## src/rtl/bbc_pkg.sv

```systemverilog
// ----------------------------------------------------------------------------
// bbc_pkg
// Shared types and constants for the bracket balance checker.
// ----------------------------------------------------------------------------
package bbc_pkg;

  localparam int STACK_DEPTH = 32;
  localparam int DEPTH_W     = $clog2(STACK_DEPTH + 1);
  localparam int IDX_W       = (STACK_DEPTH > 1) ? $clog2(STACK_DEPTH) : 1;

  localparam int QUEUE_DEPTH = 2;
  localparam int QPTR_W      = (QUEUE_DEPTH > 1) ? $clog2(QUEUE_DEPTH) : 1;
  localparam int QCNT_W      = $clog2(QUEUE_DEPTH + 1);

  localparam int CHAR_W   = 8;
  localparam int KIND_W   = 2;
  localparam int STATUS_W = 3;

  // Character codes
  localparam logic [CHAR_W-1:0] CH_LROUND  = 8'h28;  // (
  localparam logic [CHAR_W-1:0] CH_RROUND  = 8'h29;  // )
  localparam logic [CHAR_W-1:0] CH_LSQUARE = 8'h5B;  // [
  localparam logic [CHAR_W-1:0] CH_RSQUARE = 8'h5D;  // ]
  localparam logic [CHAR_W-1:0] CH_LCURLY  = 8'h7B;  // {
  localparam logic [CHAR_W-1:0] CH_RCURLY  = 8'h7D;  // }

  // Bracket kinds
  localparam logic [KIND_W-1:0] KIND_ROUND  = 2'd0;
  localparam logic [KIND_W-1:0] KIND_SQUARE = 2'd1;
  localparam logic [KIND_W-1:0] KIND_CURLY  = 2'd2;

  // Status codes
  localparam logic [STATUS_W-1:0] ST_OK          = 3'd0;
  localparam logic [STATUS_W-1:0] ST_MISMATCH    = 3'd1;
  localparam logic [STATUS_W-1:0] ST_EMPTY_CLOSE = 3'd2;
  localparam logic [STATUS_W-1:0] ST_UNCLOSED    = 3'd3;
  localparam logic [STATUS_W-1:0] ST_OVERFLOW    = 3'd4;

  typedef enum logic [1:0] {
    OP_NONE,
    OP_OPEN,
    OP_CLOSE
  } bbc_op_e;

  // Classified beat as it travels from front to back
  typedef struct packed {
    bbc_op_e           op;
    logic [KIND_W-1:0] kind;
    logic              last;
  } bbc_cmd_t;

endpackage

```

## src/rtl/bbc_front.sv

```systemverilog
// ----------------------------------------------------------------------------
// bbc_front
// Accepts input beats and decodes each character into a stack command.
// ----------------------------------------------------------------------------
module bbc_front import bbc_pkg::*; (
  input  logic              s_axis_tvalid_i,
  output logic              s_axis_tready_o,
  input  logic [CHAR_W-1:0] s_axis_tdata_i,  // [7:0] char_in
  input  logic              s_axis_tlast_i,  // last_char
  output logic              cmd_valid_o,
  input  logic              cmd_ready_i,
  output bbc_cmd_t          cmd_o
);

  always_comb begin
    cmd_o.op   = OP_NONE;
    cmd_o.kind = KIND_ROUND;
    cmd_o.last = s_axis_tlast_i;
    case (s_axis_tdata_i)
      CH_LROUND: begin
        cmd_o.op = OP_OPEN;  cmd_o.kind = KIND_ROUND;
      end
      CH_LSQUARE: begin
        cmd_o.op = OP_OPEN;  cmd_o.kind = KIND_SQUARE;
      end
      CH_LCURLY: begin
        cmd_o.op = OP_OPEN;  cmd_o.kind = KIND_CURLY;
      end
      CH_RROUND: begin
        cmd_o.op = OP_CLOSE; cmd_o.kind = KIND_ROUND;
      end
      CH_RSQUARE: begin
        cmd_o.op = OP_CLOSE; cmd_o.kind = KIND_SQUARE;
      end
      CH_RCURLY: begin
        cmd_o.op = OP_CLOSE; cmd_o.kind = KIND_CURLY;
      end
      default: begin
        cmd_o.op = OP_NONE;
      end
    endcase
  end

  assign cmd_valid_o     = s_axis_tvalid_i;
  assign s_axis_tready_o = cmd_ready_i;

endmodule

```

## src/rtl/bbc_queue.sv

```systemverilog
// ----------------------------------------------------------------------------
// bbc_queue
// Short command FIFO between the decode front and the stack back end.
// ----------------------------------------------------------------------------
module bbc_queue import bbc_pkg::*; (
  input  logic     clk_i,
  input  logic     rst_ni,
  input  logic     wr_valid_i,
  output logic     wr_ready_o,
  input  bbc_cmd_t wr_data_i,
  output logic     rd_valid_o,
  input  logic     rd_ready_i,
  output bbc_cmd_t rd_data_o
);

  bbc_cmd_t            mem_q [QUEUE_DEPTH];
  logic [QPTR_W-1:0]   wr_ptr_q, wr_ptr_d;
  logic [QPTR_W-1:0]   rd_ptr_q, rd_ptr_d;
  logic [QCNT_W-1:0]   count_q, count_d;
  logic                push, pop;

  assign wr_ready_o = (count_q != QCNT_W'(QUEUE_DEPTH));
  assign rd_valid_o = (count_q != '0);
  assign rd_data_o  = mem_q[rd_ptr_q];
  assign push       = wr_valid_i && wr_ready_o;
  assign pop        = rd_valid_o && rd_ready_i;

  always_comb begin
    wr_ptr_d = wr_ptr_q;
    rd_ptr_d = rd_ptr_q;
    count_d  = count_q;
    if (push) begin
      wr_ptr_d = (wr_ptr_q == QPTR_W'(QUEUE_DEPTH - 1)) ? '0 : wr_ptr_q + 1'b1;
    end
    if (pop) begin
      rd_ptr_d = (rd_ptr_q == QPTR_W'(QUEUE_DEPTH - 1)) ? '0 : rd_ptr_q + 1'b1;
    end
    if (push && !pop) begin
      count_d = count_q + 1'b1;
    end else if (pop && !push) begin
      count_d = count_q - 1'b1;
    end
  end

  always_ff @(posedge clk_i or negedge rst_ni) begin
    if (!rst_ni) begin
      wr_ptr_q <= '0;
      rd_ptr_q <= '0;
      count_q  <= '0;
    end else begin
      wr_ptr_q <= wr_ptr_d;
      rd_ptr_q <= rd_ptr_d;
      count_q  <= count_d;
    end
  end

  always_ff @(posedge clk_i) begin
    if (push) begin
      mem_q[wr_ptr_q] <= wr_data_i;
    end
  end

endmodule

```

## src/rtl/bbc_back.sv

```systemverilog
// ----------------------------------------------------------------------------
// bbc_back
// Executes stack commands, tracks the first error and forms the result beat.
// ----------------------------------------------------------------------------
module bbc_back import bbc_pkg::*; (
  input  logic                clk_i,
  input  logic                rst_ni,
  input  logic                cmd_valid_i,
  output logic                cmd_ready_o,
  input  bbc_cmd_t            cmd_i,
  output logic                res_valid_o,
  input  logic                res_ready_i,
  output logic                res_balanced_o,
  output logic [STATUS_W-1:0] res_status_o
);

  logic [KIND_W-1:0]   stack_q [STACK_DEPTH];
  logic [DEPTH_W-1:0]  depth_q, depth_d;
  logic [STATUS_W-1:0] err_q, err_d;
  logic                out_valid_q, out_valid_d;
  logic [STATUS_W-1:0] out_status_q, out_status_d;
  logic                out_free, fire, push_en;
  logic [DEPTH_W-1:0]  top_pos;
  logic [STATUS_W-1:0] fin_status;

  // Output register frees up in the same cycle it is drained
  assign out_free    = !out_valid_q || res_ready_i;
  assign cmd_ready_o = !cmd_i.last || out_free;
  assign fire        = cmd_valid_i && cmd_ready_o;
  assign top_pos     = depth_q - 1'b1;

  always_comb begin
    depth_d = depth_q;
    err_d   = err_q;
    push_en = 1'b0;
    if (fire && err_q == ST_OK) begin
      case (cmd_i.op)
        OP_OPEN: begin
          if (depth_q >= DEPTH_W'(STACK_DEPTH)) begin
            err_d = ST_OVERFLOW;
          end else begin
            push_en = 1'b1;
            depth_d = depth_q + 1'b1;
          end
        end
        OP_CLOSE: begin
          if (depth_q == '0) begin
            err_d = ST_EMPTY_CLOSE;
          end else begin
            depth_d = top_pos;
            if (stack_q[top_pos[IDX_W-1:0]] != cmd_i.kind) err_d = ST_MISMATCH;
          end
        end
        default: ;
      endcase
    end

    fin_status = err_d;
    if (err_d == ST_OK && depth_d != '0) fin_status = ST_UNCLOSED;

    out_valid_d  = out_valid_q && !res_ready_i;
    out_status_d = out_status_q;
    if (fire && cmd_i.last) begin
      out_valid_d  = 1'b1;
      out_status_d = fin_status;
      depth_d      = '0;
      err_d        = ST_OK;
    end
  end

  always_ff @(posedge clk_i or negedge rst_ni) begin
    if (!rst_ni) begin
      depth_q     <= '0;
      err_q       <= ST_OK;
      out_valid_q <= 1'b0;
    end else begin
      depth_q     <= depth_d;
      err_q       <= err_d;
      out_valid_q <= out_valid_d;
    end
  end

  always_ff @(posedge clk_i) begin
    out_status_q <= out_status_d;
    if (push_en) begin
      stack_q[depth_q[IDX_W-1:0]] <= cmd_i.kind;
    end
  end

  assign res_valid_o    = out_valid_q;
  assign res_status_o   = out_status_q;
  assign res_balanced_o = (out_status_q == ST_OK);

  a_depth_bound: assert property (@(posedge clk_i) disable iff (!rst_ni)
    depth_q <= DEPTH_W'(STACK_DEPTH))
    else $error("stack depth beyond capacity");

  a_clear_after_last: assert property (@(posedge clk_i) disable iff (!rst_ni)
    fire && cmd_i.last |=> depth_q == '0 && err_q == ST_OK && out_valid_q)
    else $error("state not cleared after last beat");

  a_no_result_overwrite: assert property (@(posedge clk_i) disable iff (!rst_ni)
    out_valid_q && !res_ready_i |=> out_valid_q && $stable(out_status_q))
    else $error("pending result lost");

  a_sticky_error: assert property (@(posedge clk_i) disable iff (!rst_ni)
    err_q != ST_OK && !(fire && cmd_i.last) |=> $stable(err_q) && $stable(depth_q))
    else $error("state changed after error");

endmodule

```

## src/rtl/bracket_balance_checker_core.sv

```systemverilog
// ----------------------------------------------------------------------------
// bracket_balance_checker_core
// Bracket balance checker: decode front, command queue, stack back end.
//
//   Channel   Dir  tdata                         tuser  tlast
//   s_axis    in   [7:0] char_in                 -      last_char
//   m_axis    out  [0] balanced, [3:1] status    -      -
//
// One character per cycle sustained while m_axis does not stall; the stack push
// or pop and its compare are done in the back end on a flop register file.
// A result passes the queue, then the output register, after its last beat is
// taken. Reset clears depth, error and queue; no clearing pass.
// A stall on m_axis holds the back end only at a last beat; the queue
// absorbs two beats before s_axis_tready_o falls.
// ----------------------------------------------------------------------------
module bracket_balance_checker_core import bbc_pkg::*; (
  input  logic              clk_i,
  input  logic              rst_ni,
  input  logic              s_axis_tvalid_i,
  output logic              s_axis_tready_o,
  input  logic [CHAR_W-1:0] s_axis_tdata_i,  // [7:0] char_in
  input  logic              s_axis_tlast_i,  // last_char
  output logic              m_axis_tvalid_o,
  input  logic              m_axis_tready_i,
  output logic [7:0]        m_axis_tdata_o   // [0] balanced, [3:1] status, [7:4] zero
);

  bbc_cmd_t            fr_cmd, bk_cmd;
  logic                fr_valid, fr_ready, bk_valid, bk_ready;
  logic                res_balanced;
  logic [STATUS_W-1:0] res_status;

  bbc_front u_front (
    .s_axis_tvalid_i (s_axis_tvalid_i),
    .s_axis_tready_o (s_axis_tready_o),
    .s_axis_tdata_i  (s_axis_tdata_i),
    .s_axis_tlast_i  (s_axis_tlast_i),
    .cmd_valid_o     (fr_valid),
    .cmd_ready_i     (fr_ready),
    .cmd_o           (fr_cmd)
  );

  bbc_queue u_queue (
    .clk_i      (clk_i),
    .rst_ni     (rst_ni),
    .wr_valid_i (fr_valid),
    .wr_ready_o (fr_ready),
    .wr_data_i  (fr_cmd),
    .rd_valid_o (bk_valid),
    .rd_ready_i (bk_ready),
    .rd_data_o  (bk_cmd)
  );

  bbc_back u_back (
    .clk_i          (clk_i),
    .rst_ni         (rst_ni),
    .cmd_valid_i    (bk_valid),
    .cmd_ready_o    (bk_ready),
    .cmd_i          (bk_cmd),
    .res_valid_o    (m_axis_tvalid_o),
    .res_ready_i    (m_axis_tready_i),
    .res_balanced_o (res_balanced),
    .res_status_o   (res_status)
  );

  assign m_axis_tdata_o = {4'b0000, res_status, res_balanced};

endmodule
```

## config.mk

```make
export PLATFORM = sky130hd
export DESIGN_NAME = bracket_balance_checker_core
export DESIGN_NICKNAME = d
export VERILOG_FILES = /design/src/rtl/bbc_pkg.sv /design/src/rtl/bbc_front.sv /design/src/rtl/bbc_queue.sv /design/src/rtl/bbc_back.sv /design/src/rtl/bracket_balance_checker_core.sv
export SDC_FILE = /design/constraint.sdc
export NUM_CORES = 1
export LEC_CHECK = 0
export BUFFER_PORTS_ARGS = -buffer_cell sky130_fd_sc_hd__buf_2
export CORE_MARGIN = 2
export CORE_UTILIZATION = 56
export CTS_BUF_LIST = sky130_fd_sc_hd__clkbuf_4 sky130_fd_sc_hd__clkbuf_8
export DETAILED_ROUTE_END_ITERATION = 7
export PLACE_DENSITY = 0.74
export SYNTH_ARGS = -nofsm -noshare
export SYNTH_HDL_FRONTEND = slang
export SYNTH_SLANG_ARGS = --single-unit
```

## constraint.sdc

```tcl
create_clock -name clk_i -period 4.6 [get_ports clk_i]
set_clock_uncertainty 0.2 [all_clocks]
set_input_delay 0.46 -clock clk_i [delete_from_list [all_inputs] [get_ports clk_i]]
set_output_delay 0.46 -clock clk_i [all_outputs]
set_load 0.01 [all_outputs]
```

After elaboration in Yosys (flattened, before gate mapping)
Memories as Yosys holds them, arrays and structs flattened.
Cells that the tools add are included.
W data, S select, Z words.
{"block": "word_totals", "register_bits": 17, "n_memories": 2, "input_bits": 13, "mem_bits_rw": 74, "output_inout_bits": 10}
{"block": "op_classes", "add_sub_neg": 6, "reduce_logical": 26, "n_mux": 25, "n_lt_le_gt_ge": 1, "eq_ne": 10}
{"name": "u_back.stack_q", "words": 32, "width": 2, "rd": 1, "rd_clocked_by_memory_dff": 0, "wr": 1, "line": "bbc_back.sv:17", "text": "logic [KIND_W-1:0] stack_q [STACK_DEPTH];"}
{"name": "u_queue.mem_q", "words": 2, "width": 5, "rd": 1, "rd_clocked_by_memory_dff": 0, "wr": 1, "line": "bbc_queue.sv:16", "text": "bbc_cmd_t mem_q [QUEUE_DEPTH];"}
{"op": "$eq A8 B7 Y1 const B", "n": 4}
{"op": "$mux W6", "n": 4}
{"op": "$eq A8 B6 Y1 const B", "n": 2}
{"op": "$mux W3", "n": 5}
{"op": "$pmux W6 S2", "n": 1}
{"op": "$mux W1", "n": 10}
{"op": "$logic_not A3 Y1", "n": 3}
{"op": "$logic_and A1 B1 Y1", "n": 8}
{"op": "$pmux W2 S2", "n": 2}
{"op": "$add A6 B1 Y6 const B", "n": 1}
{"op": "$ge A6 B6 Y1 const B", "n": 1}
{"op": "$logic_not A6 Y1", "n": 1}
{"op": "$pmux W3 S2", "n": 1}
{"op": "$reduce_bool A6 Y1", "n": 1}
{"op": "$reduce_or A3 Y1", "n": 2}
{"op": "$sub A6 B1 Y6 const B", "n": 1}
{"op": "$logic_not A1 Y1", "n": 5}
{"op": "$mux W2", "n": 2}
{"op": "$reduce_bool A2 Y1", "n": 2}
{"op": "$reduce_or A2 Y1", "n": 2}
{"op": "$add A1 B1 Y1 const B", "n": 2}
{"op": "$add A2 B1 Y2 const B", "n": 1}
{"op": "$eq A2 B1 Y1 const B", "n": 1}
{"op": "$eq A2 B2 Y1 const B", "n": 1}
{"op": "4 further kinds", "n": 5}

Depth between registers and ports, before layout
Gate-level depths: netlist of run 1.
An unclocked memory read counts as a cell.
{"block": "logic_depth", "word_depth": 9, "depth_mapped": 13}

Hierarchy
A second synthesis of run 1 with hierarchy kept.
{"block": "unflattened", "hier_cells": 372, "area_unflattened_um2": 4583.1}
{"module": "bbc_back", "seq_area_each_um2": 2262.2, "cells_each": 315, "n_inst": 1, "area_per_inst_um2": 3847.4}
{"module": "bbc_queue", "seq_area_each_um2": 400.4, "cells_each": 34, "n_inst": 1, "area_per_inst_um2": 573.0}
{"module": "bbc_front", "seq_area_each_um2": 0.0, "cells_each": 17, "n_inst": 1, "area_per_inst_um2": 121.4}
{"module": "bracket_balance_checker_core", "seq_area_each_um2": 0.0, "cells_each": 6, "n_inst": 1, "area_per_inst_um2": 41.3}

Least setup slack after synthesis of run 1
Ideal clock, no wire load.
{"block": "synth_path", "path_kind": "register -> register", "startpoint": "register u_back.depth_q[0]", "endpoint": "register u_back.out_status_q[1] (netlist: u_back.res_status_o[1]) (data pin)", "path_buffers": 4, "setup_time_ns": 0.254, "t_arrival_ns": 3.030, "setup_slack_ns": 1.116, "required_time_ns": 4.146, "path_stages_with_launch": 14, "path_cell_list": "dfrtp_1 buf_2 buf_1 inv_1 ha_1 clkbuf_1 clkbuf_1 mux4_2 mux2i_1 mux2i_1 mux2i_1 xnor2_1 o21ai_1 a21bo_1"}
{"block": "synth_via", "elab_chain_len": 9}
{"element": "start: declaration", "line": "bbc_back.sv:18", "text": "logic [DEPTH_W-1:0] depth_q, depth_d;"}
{"element": "start signal: assignment", "line": "bbc_back.sv:77", "text": "depth_q <= depth_d;"}
{"element": "$sub A6 B1 Y6", "line": "bbc_back.sv:30", "text": "assign top_pos = depth_q - 1'b1;"}
{"element": "$mem_v2 Z32 W2"}
{"element": "$ne A2 B2 Y1", "line": "bbc_back.sv:51", "text": "if (stack_q[top_pos[IDX_W-1:0]] != cmd_i.kind) err_d = ST_MISMATCH;"}
{"element": "$mux W3", "line": "bbc_back.sv:51"}
{"element": "$mux W3", "line": "bbc_back.sv:47", "text": "if (depth_q == '0) begin"}
{"element": "$pmux W3 S2", "line": "bbc_back.sv:37", "text": "case (cmd_i.op)"}
{"element": "$mux W3", "line": "bbc_back.sv:36", "text": "if (fire && err_q == ST_OK) begin"}
{"element": "$logic_not A3 Y1", "line": "bbc_back.sv:59", "text": "if (err_d == ST_OK && depth_d != '0) fin_status = ST_UNCLOSED;"}
{"element": "$logic_and A1 B1 Y1", "line": "bbc_back.sv:59"}
{"element": "end signal: assignment", "line": "bbc_back.sv:84", "text": "out_status_q <= out_status_d;"}
{"element": "end: declaration", "line": "bbc_back.sv:21", "text": "logic [STATUS_W-1:0] out_status_q, out_status_d;"}
Parallel ways exist; a longest one is shown, timed or not.
A chain may end at the register's enable or synchronous reset.

Final worst setup path of run 1
{"block": "layout_path", "startpoint": "register u_back.depth_q[1]", "endpoint": "register u_back.out_status_q[0] (netlist: u_back.res_status_o[0]) (data pin)"}
The elaborated chain is that of the path after synthesis.

==> results of run 1 <==
-- metrics by stage --
step           hold slack [ns]  area, um^2  utilization [%]
2_1_floorplan          -0.0356        4330                -
3_3_place_gp             0.172        4480             58.8
3_5_place_dp             0.176        4480             58.8
4_1_cts                 0.0739        4670             61.4
5_1_grt                 0.0694        4670             61.4
6_report                0.0909        4670             61.4
-- logic make-up (layout without fill, tap and decap cells) --
family | count (synthesis) | count (layout) | synth area share (%)
buf+inv | 30 | 51 | 3.22
other cells | 1 | 4 | 0.0869
simple gates | 104 | 104 | 11.7
xor+xnor | 10 | 10 | 2.38
fa+ha+maj | 7 | 7 | 2.03
compound gates | 37 | 37 | 5.80
flops | 91 | 91 | 61.7
mux | 35 | 35 | 13.1
-- what timing repair did --
action | 4_1_cts | 5_1_grt
hold buffers | 1 | 0
setup endpoints to repair | 0 | 0
endpoints found under the hold margin | 14 | 0
-- per-layer routing --
layer	track usage, %	routed length (um)	share of wire (%)
met2	36.3	4340	53
met4	4.60	99	1.2
met1	26.6	3400	41
met5	0	0	0
met3	6.41	358	4.4
-- worst max-delay path by stage --
| stage | startpoint | end | slack [ns] | cells past startpoint |
|---|---|---|---|---|
| after global routing | u_queue.rd_ptr_q | u_back.res_status_o[1] | 0.91 | 10 |
| after CTS | u_queue.rd_ptr_q | u_back.res_status_o[1] | 1.14 | 10 |
| after global placement | u_queue.rd_ptr_q | u_back.res_status_o[1] | 1.20 | 10 |
| final | u_back.depth_q[1] | u_back.res_status_o[0] | 1.18 | 9 |
| after floorplan | u_back.depth_q[0] | u_back.res_status_o[1] | 1.12 | 13 |
| after detailed placement | u_queue.rd_ptr_q | u_back.res_status_o[1] | 1.17 | 10 |
-- cell usage in the layout, fill, tap and decap left out, types with 10 or more instances in the layout --
| cell type | n |
|---|---|
| sky130_fd_sc_hd__dfrtp_1 | 14 |
| sky130_fd_sc_hd__mux4_2 | 16 |
| sky130_fd_sc_hd__edfxtp_1 | 77 |
| sky130_fd_sc_hd__clkbuf_8 | 10 |
| sky130_fd_sc_hd__nand2_1 | 11 |
| sky130_fd_sc_hd__inv_1 | 13 |
| sky130_fd_sc_hd__buf_2 | 18 |
| sky130_fd_sc_hd__nor2_1 | 50 |
| sky130_fd_sc_hd__a21oi_1 | 11 |
| sky130_fd_sc_hd__mux2i_1 | 18 |
-- where the power goes --
group,internal (mW),total [mW],switching [mW],leakage (nW)
clock,0.219,0.490,0.271,0.0894
combinational,0.585,1.37,0.786,0.685
sequential,1.09,1.17,0.0810,0.883
-- state kept, by name, summed over array words and instances, names as in the netlist --
signal / flops
u_queue.count_q: 2
u_back.depth_q: 6
u_queue.wr_ptr_q: 1
u_back.res_status_o: 3
u_back.stack_q: 64
u_back.err_q: 3
u_queue.mem_q: 10
u_back.res_valid_o: 1
u_queue.rd_ptr_q: 1
-- worst max-delay path, stage by stage (launching register included) --
cell and delay (ns):
sky130_fd_sc_hd__dfrtp_1 0.53, sky130_fd_sc_hd__inv_1 0.13, sky130_fd_sc_hd__ha_1 0.82, sky130_fd_sc_hd__mux4_2 0.41
sky130_fd_sc_hd__mux2i_1 0.21, sky130_fd_sc_hd__mux2i_1 0.13, sky130_fd_sc_hd__mux2i_1 0.19, sky130_fd_sc_hd__xnor2_1 0.09
sky130_fd_sc_hd__o21ai_1 0.34, sky130_fd_sc_hd__nand3_1 0.12
-- layout make-up --
class	instances	area share, %
Sequential cell	91	57.0
Multi-Input combinational cell	197	32.6
Clock buffer	11	3.11
Tap cell	102	2.73
Timing Repair Buffer	22	2.63
Inverter	13	1.05
Clock inverter	5	0.804
==> results.toml, run 1 <==
[hold_path]
endpoint_of_the_worst_hold_timing_path = "u_queue.mem_q[0][0]"
min-delay-path-class = "in2reg"
holdPathStages = 1
hold_path.startpoint = "s_axis_tlast_i"

[layout]
finalNonFillerCells = 441
seq_area_um2 = 2660
n_antenna_cell = 0
area_delta_synth_final_pct = 8.21
multi_input_area_um2 = 1520
fillCellCount = 596
num-nets-final = 354
drive_gt1_share_pct = 17.1

[global_route]
first_global_vias = 2625
grt_max_degree = 34
grt_pass1_wl_mm = 13.3
grt.overflow.total = 0
antenna_found_initial = 0
track_usage_pct = 21.1

[setup_path]
worst-setup-path-type = "reg2reg"
crit_path_start_kind = "register"
worstPathMaxFanout = 18
endpoint_kind = "register"
worstRegToRegCells = 9
worstReg2RegStart = "u_back.depth_q[1]"
worst_ep_required_time_ns = 4.50
r2r_end = "u_back.res_status_o[0]"
rrSetupSlack_ns = 1.18
worstPathArrival_ns = 3.32

[detailed_routing]
drt_first_pass_iters = 6
drcViolationCount = 0
wl_per_cell_um = 18.6
drt-vias-per-instance = 5.87
totalWireLength_mm = 8.20
first_iter_violations = 248
final_antenna_net_count = 0
vias = 2589

[placement]
dp_hpwl_mm = 5.54
detailedPlace.worstSlack_ns = 1.17
placed_cells_incl_taps = 424
buffer_ports.inserted = 18
gp_congestion = 0.928

[clock_tree]
worst_setup_hold_path_clk_slew_ns = 0.09
num_cts_buffers = 9
clock-sinks = 91
clock-root-buffer = "sky130_fd_sc_hd__clkbuf_8"
ctsLongestPathBuffers = 2
cts_tree = "built"
ctsHtreeMaxLevel = 3
clock_latency_ns = 0.36
cts_setup_buffers = 0
cts.repair.resized = 0

[synth]
synthCells = 315
post_synth_num_cell_types = 48
netlist_top_cells_count = "sky130_fd_sc_hd__edfxtp_1 (77), sky130_fd_sc_hd__nor2_1 (50), sky130_fd_sc_hd__mux2i_1 (18)"
ys_warn_count = 0
synth_edf_count = 77
synthTopCellsByArea = "sky130_fd_sc_hd__edfxtp_1 (54%), sky130_fd_sc_hd__mux4_2 (8.4%), sky130_fd_sc_hd__dfrtp_1 (8.1%), sky130_fd_sc_hd__nor2_1 (4.4%), sky130_fd_sc_hd__mux2i_1 (4.2%)"
synth_top_flop_cell = "sky130_fd_sc_hd__edfxtp_1"
sequential_area_share_after_synthesis_pct = 61.7
asyncSetResetFlopFracSynth_pct = 15.4
post_synthesis_area_per_instance_um2 = 13.7
synth.top_cell.area_share_pct = 53.6
area_of_the_mapped_netlist_um2 = 4310
most_used_standard_cell_by_instance_count_after_synthesis = "sky130_fd_sc_hd__edfxtp_1"
yosys.area.top_type = "sky130_fd_sc_hd__edfxtp_1"
postSynthRegisterBits = 91

[timing]
period_share_pct = 74.4
total_negative_setup_slacks_ns = 0
timing.max_slew.rel_slack_pct = 47.8
pin_slew_with_the_least_headroom_to_its_limit_ns = 0.782
timing.final.ws_setup_ns = 1.18
timing_hold_violations_final = 0
max_freq_ghz = 0.292
rsz0062_at_grt = "no"
period_minus_slack_ns = 3.42
report.final.setup_viol = 0
slew_violations = 0

[job]
max_cap_check_violation_count = 0

[power_and_ir_drop]
peakVddDrop_uv = 415
finalPower_mw = 3.03
static-leakage-power_nw = 1.66
power_density_nw_per_um2 = 649

[floorplan]
io_pins = 23
chipWidth_um = 91.8
die_area_um2 = 8420
core_area_um2 = 7610
die_h_um = 91.8
fp-row-count = 32
floorplan.initialDensity_pct = 56.7

[run_status]
outcome = "finished clean"
Note: power is estimated with default switching activity, not from simulation.
==> inputs of run 2 (changes only) <==
==> constraint.sdc (replaced) <==
create_clock -name clk_i -period 3.6 [get_ports clk_i]
set_clock_uncertainty 0.2 [all_clocks]
set_input_delay 0.36 -clock clk_i [delete_from_list [all_inputs] [get_ports clk_i]]
set_output_delay 0.36 -clock clk_i [all_outputs]
set_load 0.01 [all_outputs]
==> results.toml, run 2 (same netlist as run 1, synthesis figures left out) <==
[run_status]
outcome = "finished clean"

[hold_path]
min-delay-path-class = "in2reg"
hold_path.startpoint = "s_axis_tvalid_i"
holdPathStages = 3
endpoint_of_the_worst_hold_timing_path = "u_queue.wr_ptr_q"

[setup_path]
worst_ep_required_time_ns = 3.53
crit_path_start_kind = "register"
endpoint_kind = "register"
worstRegToRegCells = 10
r2r_end = "u_back.res_status_o[1]"
worstPathArrival_ns = 3.24
worstReg2RegStart = "u_queue.rd_ptr_q"
worstPathMaxFanout = 8
rrSetupSlack_ns = 0.29
worst-setup-path-type = "reg2reg"

[timing]
max_freq_ghz = 0.302
timing.final.ws_setup_ns = 0.288
period_share_pct = 92.0
timing_hold_violations_final = 0
pin_slew_with_the_least_headroom_to_its_limit_ns = 0.709
period_minus_slack_ns = 3.31
rsz0062_at_grt = "no"
total_negative_setup_slacks_ns = 0
whs_ns = 0.105
report.final.setup_viol = 0
slew_violations = 0
timing.max_slew.rel_slack_pct = 52.6

[detailed_routing]
drt-vias-per-instance = 5.78
vias = 2582
totalWireLength_mm = 7.91
final_antenna_net_count = 0
wl_per_cell_um = 17.7
drcViolationCount = 0
first_iter_violations = 238
drt_first_pass_iters = 4

[power_and_ir_drop]
netSwitchingFraction_pct = 37.6
share_comb_of_total_power_pct = 46.3
seq_power_share_pct = 38.3
internal_mw = 2.43
finalPower_mw = 3.89
power_density_nw_per_um2 = 829
peakVddDrop_uv = 497
power.clock.fraction_pct = 15.4
static-leakage-power_nw = 1.68
switchingPower_mw = 1.47

[job]
max_cap_check_violation_count = 0

[placement]
gp_congestion = 0.952
dp_hpwl_mm = 5.32
detailedPlace.worstSlack_ns = 0.323
placed_cells_incl_taps = 429
instance_area_at_placement_um2 = 4510
buffer_ports.inserted = 18

[layout]
finish.instance_area_um2 = 4700
area_delta_synth_final_pct = 8.93
drive_gt1_share_pct = 17.7
finalNonFillerCells = 447
n_antenna_cell = 0
utilization_pct = 61.8
leading_cell_types_in_the_layout_fill_and_taps_excluded = "sky130_fd_sc_hd__edfxtp_1 (77), sky130_fd_sc_hd__nor2_1 (50), sky130_fd_sc_hd__mux2i_1 (18), sky130_fd_sc_hd__buf_2 (18), sky130_fd_sc_hd__mux4_2 (16)"
num-nets-final = 360
layout.cells.most_common = "sky130_fd_sc_hd__edfxtp_1"
largest_register_ff_count = 64

[clock_tree]
clock-root-buffer = "sky130_fd_sc_hd__clkbuf_8"
cts.repair.resized = 0
clock_latency_ns = 0.36
worst_setup_hold_path_clk_slew_ns = 0.08
cts_tree = "built"
clock-sinks = 91
num_cts_buffers = 9
ctsHtreeMaxLevel = 3
ctsLongestPathBuffers = 2

[floorplan]
die_h_um = 91.8
core_area_um2 = 7610
floorplan.initialDensity_pct = 56.7
die_area_um2 = 8420
io_pins = 23
fp-row-count = 32
chipWidth_um = 91.8

[global_route]
track_usage_pct = 20.1
grt.overflow.total = 0
antenna_found_initial = 0
first_global_vias = 2611
grt_pass1_wl_mm = 12.8
grt_max_degree = 34
==> run 2: layer usage <==
metal  part of all wire, %  GRT usage, %  routed length, um
met5                     0             0                  0
met4                   1.8          9.45                143
met3                   5.1          3.45                407
met2                    50          32.7               3930
met1                    43          26.7               3430
==> run 2: how the worst max path moves through the flow <==
stage	startpoint	slack, ns	endpoint
3_3_place_gp	u_queue.rd_ptr_q	0.46	u_back.res_status_o[1]
3_5_place_dp	u_queue.rd_ptr_q	0.32	u_back.res_status_o[1]
5_1_grt	u_queue.rd_ptr_q	0.05	u_back.res_status_o[1]
2_1_floorplan	u_back.depth_q[0]	0.12	u_back.res_status_o[1]
4_1_cts	u_queue.rd_ptr_q	0.30	u_back.res_status_o[1]
6_report	u_queue.rd_ptr_q	0.29	u_back.res_status_o[1]
==> run 2: worst max-delay path, stage by stage, from the launching register on <==
cell and delay, ns:
sky130_fd_sc_hd__dfrtp_1 0.57, sky130_fd_sc_hd__mux2i_1 0.29, sky130_fd_sc_hd__inv_1 0.06, sky130_fd_sc_hd__ha_1 0.26, sky130_fd_sc_hd__o21ba_2 0.25, sky130_fd_sc_hd__o211a_1 0.29
sky130_fd_sc_hd__o21ai_0 0.19, sky130_fd_sc_hd__a2111oi_2 0.40, sky130_fd_sc_hd__nand4_1 0.17, sky130_fd_sc_hd__and3_1 0.22, sky130_fd_sc_hd__a21bo_1 0.18
==> run 2: layout make-up <==
class	instances	area, um^2
multi-input combinational	197	1520
clock buffer	9	124
inverter	13	48.8
tap	102	128
fill	611	2910
clock inverter	7	42.5
sequential	91	2660
timing repair buffer	28	170
==> run 2: repair_timing <==
item,in CTS,in global routing
hold buffers,2,0
setup buffers,0,0
hold endpoints to repair,16,0
==> run 2: power groups by stage <==
| stage | Sequential (mW) | Combinational (mW) | Clock (mW) |
|---|---|---|---|
| floorplan | 1.48 | 1.38 | 0 |
| global placement | 1.51 | 1.76 | 0 |
| detailed placement | 1.51 | 1.80 | 0 |
| CTS | 1.49 | 1.81 | 0.612 |
| global route | 1.50 | 1.97 | 0.648 |
| finish | 1.49 | 1.80 | 0.599 |
==> inputs of run 3 (changes only) <==
--- a/config.mk
+++ b/config.mk
@@ -7,10 +7,10 @@
 export LEC_CHECK = 0
 export BUFFER_PORTS_ARGS = -buffer_cell sky130_fd_sc_hd__buf_2
 export CORE_MARGIN = 2
-export CORE_UTILIZATION = 56
+export CORE_UTILIZATION = 57
 export CTS_BUF_LIST = sky130_fd_sc_hd__clkbuf_4 sky130_fd_sc_hd__clkbuf_8
 export DETAILED_ROUTE_END_ITERATION = 7
-export PLACE_DENSITY = 0.74
+export PLACE_DENSITY = 0.78
 export SYNTH_ARGS = -nofsm -noshare
 export SYNTH_HDL_FRONTEND = slang
 export SYNTH_SLANG_ARGS = --single-unit
==> constraint.sdc (replaced) <==
create_clock -name clk_i -period 2.8 [get_ports clk_i]
set_clock_uncertainty 0.2 [all_clocks]
set_input_delay 0.28 -clock clk_i [delete_from_list [all_inputs] [get_ports clk_i]]
set_output_delay 0.28 -clock clk_i [all_outputs]
set_load 0.01 [all_outputs]
==> results.toml, run 3 (same netlist as run 1, synthesis figures left out) <==
[detailed_routing]
vias = 2792
totalWireLength_mm = 8.77
drt_first_pass_iters = 5
wl_per_cell_um = 18.5
drt-vias-per-instance = 5.88
drcViolationCount = 0
first_iter_violations = 222
final_antenna_net_count = 0

[power_and_ir_drop]
finalPower_mw = 5.68
share_comb_of_total_power_pct = 50.7
switchingPower_mw = 2.08
seq_power_share_pct = 33.7
power.clock.fraction_pct = 15.6
power_density_nw_per_um2 = 1130
static-leakage-power_nw = 1.84
netSwitchingFraction_pct = 36.6
peakVddDrop_uv = 713
internal_mw = 3.60

[timing]
max_freq_ghz = 0.351
timing.final.ws_setup_ns = -0.0472
period_minus_slack_ns = 2.85
report.final.setup_viol = 2
slew_violations = 0
rsz0062_at_grt = "yes"
period_share_pct = 102
total_negative_setup_slacks_ns = -0.0586
timing_hold_violations_final = 0

[floorplan]
die_h_um = 91
fp-row-count = 31
die_area_um2 = 8280
core_area_um2 = 7290
io_pins = 23
chipWidth_um = 91
floorplan.initialDensity_pct = 59.2

[layout]
multi_input_area_um2 = 1590
n_antenna_cell = 0
leading_cell_types_in_the_layout_fill_and_taps_excluded = "sky130_fd_sc_hd__edfxtp_1 (77), sky130_fd_sc_hd__nor2_1 (47), sky130_fd_sc_hd__buf_4 (38)"
largest_register_ff_count = 64
seq_area_um2 = 2660
num-nets-final = 391
drive_gt1_share_pct = 27.7
area_delta_synth_final_pct = 16.7
fillCellCount = 551
layout.cells.most_common = "sky130_fd_sc_hd__edfxtp_1"

[setup_path]
cp.buffers_inverters = 1
crit_path_cell_trace = "mux2i_2 -> inv_1 -> ha_1 -> o21ba_4 -> o211ai_1 -> o31a_1 -> a2111oi_2 -> nand4_1 -> and3_1 -> a21bo_1"
endpoint_kind = "register"
timing.critical_path.slowest_cell_delay_ns = 0.44
r2r_end = "u_back.res_status_o[1]"
worstReg2RegStart = "u_queue.rd_ptr_q"
worstPathMaxFanout = 4
crit_path_start_kind = "register"
crit_family = "compound AO/OA/AOI/OAI gates"
worst-setup-path-type = "reg2reg"
worst_ep_required_time_ns = 2.72
cpMaxStageDelayCell = "sky130_fd_sc_hd__dfrtp_1"
worstRegToRegCells = 10
rrSetupSlack_ns = -0.05
worstPathArrival_ns = 2.77

[run_status]
outcome = "complete, but fails checks"
violated_checks = "negative setup slack"

[global_route]
grt_max_degree = 33
grt.overflow.total = 0
track_usage_pct = 22.7
first_global_vias = 2837
grt_pass1_wl_mm = 14.2
antenna_found_initial = 0

[hold_path]
endpoint_of_the_worst_hold_timing_path = "u_queue.wr_ptr_q"
hold_path.startpoint = "s_axis_tvalid_i"
holdPathStages = 3
min-delay-path-class = "in2reg"

[clock_tree]
clock-sinks = 91
ctsLongestPathBuffers = 2
clock-root-buffer = "sky130_fd_sc_hd__clkbuf_8"
cts_tree = "built"
num_cts_buffers = 9
clock_latency_ns = 0.36
worst_setup_hold_path_clk_slew_ns = 0.09
ctsHtreeMaxLevel = 3

[placement]
dp_hpwl_mm = 6.09
buffer_ports.inserted = 18
gp_congestion = 0.927

[job]
max_cap_check_violation_count = 0
[run 3: changes by cell type in the layout (fill, tap and decap cells not counted), sizes merged]
cell    change
clkinv      -1
buf        +31
bufinv      +1
[run 3: area by class of cell]
type                       instances  share of cell area, %
tap                               99                   2.46
clock buffer                       9                   2.46
multi-input combinational        197                   31.6
inverter                          13                   1.02
sequential                        91                   52.9
timing repair buffer              59                   8.08
clock inverter                     7                   1.52
[run 3: what timing repair did]
item | 4_1_cts | 5_1_grt
pin swaps | 5 | 5
setup endpoints to repair | 16 | 64
hold buffers | 2 | 0
hold endpoints to repair | 16 | 0
buffers inserted | 2 | 4
resized for setup | 7 | 4
[run 3: layer usage]
layer,share of wire [%],up-vias,GRT usage (%)
li1,-,1283,-
met1,40,1387,28.2
met2,53,103,39.6
met3,4.9,19,3.98
met4,2.2,0,8.96
met5,0,-,0
[run 3: tightest hold or removal path: cells and delay by family]
family	cells	cell delay (ns)
buffers and inverters	1	0.10
and+or+nand+nor	1	0.10
xor gates and xnor gates	1	0.07
[run 3: worst max path at each step]
stage | startpoint | to | slack, ns | cells after the start
after floorplan | u_queue.rd_ptr_q | u_back.res_status_o[1] | -0.14 | 11
after global placement | u_queue.rd_ptr_q | u_back.res_status_o[1] | -0.06 | 10
after detailed placement | u_queue.rd_ptr_q | u_back.res_status_o[1] | -0.14 | 10
after CTS | u_queue.rd_ptr_q | u_back.res_status_o[1] | -0.05 | 10
after global routing | u_queue.rd_ptr_q | u_back.res_status_o[1] | -0.20 | 10
final | u_queue.rd_ptr_q | u_back.res_status_o[1] | -0.05 | 10
[run 3: power groups by stage]
stage               logic (mW)  registers (mW)  clock network, mW
finish                    2.88            1.92              0.886
global placement          2.61            1.92                  0
global route              3.12            1.93              0.953
floorplan                 1.91            1.91                  0
CTS                       2.78            1.91              0.902
detailed placement        2.67            1.94                  0
[run 3: through the flow]
stage | instance area (um^2) | std cells | worst slack [ns] | hold slack [ns] | util (%)
after floorplan | 4390 | 318 | -0.138 | -0.216 | -
after global placement | 4730 | 451 | -0.0563 | -0.00572 | 64.9
after detailed placement | 4730 | 451 | -0.136 | 0.00133 | 64.9
after CTS | 4990 | 471 | -0.0492 | 0.0189 | 68.4
after global routing | 5030 | 475 | -0.203 | 0.0290 | 69.0
final | 5030 | 475 | -0.0472 | 0.0267 | 69.0
